[src/rtl/pal_pkg.sv]
`timescale 1ns / 1ps
// ----------------------------------------------------------------------------
// pal_pkg
// Shared types and constants for the positional array list: action and
// status codes, the command broadcast to the cell chain and the controller
// states.
// ----------------------------------------------------------------------------
package pal_pkg;

  // default sizes
  localparam int DEF_CAPACITY   = 64;
  localparam int DEF_DATA_WIDTH = 32;

  // port field widths
  localparam int ACT_W  = 3;
  localparam int POS_W  = 7;
  localparam int VAL_W  = 32;
  localparam int STAT_W = 2;

  // widest cell index (capacity up to 1024)
  localparam int MAX_IDX_W = 10;

  // action codes
  typedef enum logic [ACT_W-1:0] {
    ACT_CLEAR     = 3'd0,
    ACT_READ      = 3'd1,
    ACT_LOCATE    = 3'd2,
    ACT_INSERT    = 3'd3,
    ACT_DELETE    = 3'd4,
    ACT_OVERWRITE = 3'd5
  } action_t;

  // result status codes
  typedef enum logic [STAT_W-1:0] {
    STAT_OK        = 2'd0,
    STAT_BAD_POS   = 2'd1,
    STAT_FULL      = 2'd2,
    STAT_NOT_FOUND = 2'd3
  } status_t;

  // operation applied by every cell in the same cycle
  typedef enum logic [2:0] {
    CELL_HOLD,
    CELL_INSERT,
    CELL_DELETE,
    CELL_WRITE,
    CELL_ROTATE
  } cell_op_t;

  // command broadcast along the chain
  typedef struct packed {
    cell_op_t               op;
    logic [MAX_IDX_W-1:0]   idx;
  } cell_cmd_t;

  // controller states
  typedef enum logic [1:0] {
    S_IDLE,
    S_SCAN,
    S_DONE
  } state_t;

endpackage

[src/rtl/pal_cell.sv]
`timescale 1ns / 1ps
// ----------------------------------------------------------------------------
// pal_cell
// One list slot. Holds a single element and, on the broadcast command,
// keeps it, loads the new value, or takes the word of its left or right
// neighbor.
// ----------------------------------------------------------------------------
module pal_cell import pal_pkg::*; #(
  parameter int DATA_WIDTH = DEF_DATA_WIDTH,
  parameter int INDEX      = 0
) (
  input  logic                  clk,
  input  cell_cmd_t             cmd,
  input  logic [DATA_WIDTH-1:0] load_data,
  input  logic [DATA_WIDTH-1:0] left_data,
  input  logic [DATA_WIDTH-1:0] right_data,
  output logic [DATA_WIDTH-1:0] data
);

  localparam logic [MAX_IDX_W-1:0] MY_IDX = MAX_IDX_W'(INDEX);

  logic [DATA_WIDTH-1:0] data_r;
  logic [DATA_WIDTH-1:0] data_nxt;

  // select the next word for this slot
  always_comb begin
    data_nxt = data_r;
    unique case (cmd.op)
      CELL_INSERT: begin
        if (MY_IDX == cmd.idx) begin
          data_nxt = load_data;
        end else if (MY_IDX > cmd.idx) begin
          data_nxt = left_data;
        end
      end
      CELL_DELETE: begin
        if (MY_IDX >= cmd.idx) begin
          data_nxt = right_data;
        end
      end
      CELL_WRITE: begin
        if (MY_IDX == cmd.idx) begin
          data_nxt = load_data;
        end
      end
      CELL_ROTATE: begin
        data_nxt = right_data;
      end
      default: begin
        data_nxt = data_r;
      end
    endcase
  end

  // element storage, no reset needed
  always_ff @(posedge clk) begin
    data_r <= data_nxt;
  end

  assign data = data_r;

endmodule

[config.mk]
export PLATFORM = sky130hd
export DESIGN_NAME = pal_cell
export DESIGN_NICKNAME = d
export VERILOG_FILES = /design/src/rtl/pal_pkg.sv /design/src/rtl/pal_cell.sv
export SDC_FILE = /design/constraint.sdc
export NUM_CORES = 1
export LEC_CHECK = 0
export BUFFER_PORTS_ARGS = -buffer_cell sky130_fd_sc_hd__buf_2
export CELL_PAD_IN_SITES_DETAIL_PLACEMENT = 1
export CELL_PAD_IN_SITES_GLOBAL_PLACEMENT = 1
export CORE_MARGIN = 4
export CORE_UTILIZATION = 34
export DETAILED_ROUTE_END_ITERATION = 10
export PLACE_DENSITY = 0.95
export SYNTH_ARGS = -nofsm -noshare
export SYNTH_HDL_FRONTEND = slang
export SYNTH_SLANG_ARGS = --single-unit
[constraint.sdc]
create_clock -name clk -period 4.7 [get_ports clk]
set_input_delay 0.94 -clock clk [delete_from_list [all_inputs] [get_ports clk]]
set_output_delay 0.94 -clock clk [all_outputs]
set_load 0.01 [all_outputs]
==> flow_summary.toml <==
[status]
outcome = "finished, final reports clean"

[power]
powerDensity_nw_per_um2 = 234
ir_drop_mv = 0.108
p_leak_nw = 1.46

[timing]
fin_crit_ps = 2760
hold_violations = 0
totalNegativeSetupSlack_ps = 0
tightestPinTransition_ps = 778
finalWorstSetupSlack_ps = 1940
fmax_mhz = 362
slew_headroom_pct = 48.1
period_share_pct = 58.7
slew_violations = 0
holdWs_ps = 996
setup_viol = 0
rsz0062_at_grt = "false"

[cts]
cts_sinks = 32
cts_hold_buf = 0
path_clk_slew_ps = 70
cts_tree = "built"
cts_root_buffer = "clkbuf_8"
cts_buffers = 5
cts.path.max_buffers = 2
post_cts_buffers = 0
cts-htree-levels = 2
cts_resized = 0

[drt]
antenna_left = 0
vias = 2128
viasPerCell = 5.35
drc = 0
drtIter0Drc = 69
wl_um = 7240
dr.pass1.iters = 7
wire_per_inst_um = 18.2

[floorplanning]
design.core.area_um2 = 6350
die_h_um = 89.0
initial_utilization_pct = 35.1
dieArea_um2 = 7920
rows = 29
dieWidth_um = 89.0
pin_count = 142

[cells_and_area]
final_common_cell = "buf_2"
fill_cells = 751
nets = 431
fin_cells = 398
utilization_pct = 47.4
area_delta_synth_final_pct = 35.0
drive_above_1_share_pct = 57.9
layout_common_cells = "buf_2 (141), mux2i_1 (32), mux2_2 (32), a22oi_1 (32), edfxtp_1 (32)"
largest_reg_flops = 32
n_antenna_cell = 0

[global_routing]
grt_use_met1_pct = 17.9
grt_pass1_vias = 2237
grt_pass1_wl_um = 10600
grt_use_total_pct = 17.6
grt-ovfl-total = 0
antenna_found_initial = 0
grt_max_degree = 34
grtUsageMet3_pct = 3.69
grt-busiest-layer = "met2"
met2_usage_pct = 35.9

[critical_path]
cp.arrival_ps = 2660
worstPathRequired_ps = 4610
critPathLaunchType = "primary input"
setup.worst_path.class = "primary input to flop"
cp_max_fo = 33
crit_path_end_kind = "flop"

[hold_path]
hp-start = "right_data[3]"
hp-class = "primary input to flop"
hold_depth = 3
hold_path_end = "data[3]"

[yosys]
postSynthCellCount = 188
ys_types = 18
syn-cell-area_um2 = 2230
synth_seq_cells = 32
synth.avg_cell_area_um2 = 11.9
yosysWarningCount = 0
syn-num-nets = 298
synth-seq-area-share_pct = 43.1

[flow_run]
cap_viol_max_count = 0

[placement]
io_buffer_count = 141
place_ws_ps = 1620
globalplace.congestion = 0.762
place_inst = 391
dpl.hpwl_um = 5460
-- kinds of logic after synthesis --
| kind of cell | after synthesis | share of synthesized area [%] |
|---|---|---|
| buf+inv | 18 | 5.61 |
| compound gates | 64 | 18.0 |
| mux | 64 | 30.5 |
| simple gates | 10 | 2.81 |
| flops | 32 | 43.1 |
-- layout make-up --
| class | instances | area, µm² | area share, % |
|---|---|---|---|
| Multi-Input combinational cell | 138 | 1150 | 38.1 |
| Sequential cell | 32 | 961 | 31.9 |
| Timing Repair Buffer | 144 | 728 | 24.2 |
| Tap cell | 77 | 96.3 | 3.20 |
| Clock buffer | 6 | 72.6 | 2.41 |
| Clock inverter | 1 | 5.00 | 0.166 |
-- synthesized netlist by cell type --
| cell type | count | area [µm²] |
|---|---|---|
| a22oi_1 | 32 | 240 |
| and2_1 | 1 | 6.26 |
| buf_2 | 7 | 35.0 |
| buf_4 | 1 | 7.51 |
| buf_6 | 6 | 67.6 |
| clkbuf_1 | 4 | 15.0 |
| edfxtp_1 | 32 | 961 |
| mux2_2 | 32 | 360 |
| mux2i_1 | 32 | 320 |
| nand3_2 | 1 | 10.0 |
| nor2_1 | 2 | 7.51 |
| nor2b_1 | 1 | 6.26 |
| nor3_1 | 1 | 5.00 |
| nor4_1 | 2 | 12.5 |
| o21ai_0 | 2 | 10.0 |
| o21ai_1 | 30 | 150 |
| or2_2 | 1 | 6.26 |
| or2_4 | 1 | 8.76 |
-- worst max-delay path: stages --
cell	delay, ps
buf_2	100
nor4_1	340
nand3_2	100
buf_4	310
nor3_1	190
or2_2	650
-- worst max path at each step --
stage / start / endpoint / slack [ps] / cells past startpoint
after floorplan: cmd[9] / data[0] / 2060 / 5
after global placement: cmd[4] / data[22] / 1710 / 6
after detailed placement: cmd[4] / data[26] / 1620 / 6
after CTS: cmd[4] / data[18] / 1920 / 6
after global routing: cmd[9] / data[18] / 1750 / 6
final: cmd[4] / data[18] / 1940 / 6
-- per-layer routing --
metal / wire [µm] / part of all wire, % / vias to the layer above
li1: - / - / 1020
met1: 2550 / 35 / 1013
met4: 75 / 1.0 / 0
met5: 0 / 0 / -
met3: 529 / 7.3 / 6
met2: 4090 / 56 / 89
-- report_power, final --
part	switching, mW	internal [mW]	leakage [nW]
clock network	0.0951	0.101	0.0410
logic	0.0815	0.0853	1.13
registers	0.00436	0.336	0.288
total	0.181	0.522	1.46
-- per-stage QoR --
step                      power, mW  cell area [µm²]
final                         0.703             3010
after global routing          0.742             3010
after CTS                     0.711             3010
after detailed placement      0.515             2930
after global placement        0.504             2930
after floorplan               0.435             2230
Power figures use the tool's default switching activity.
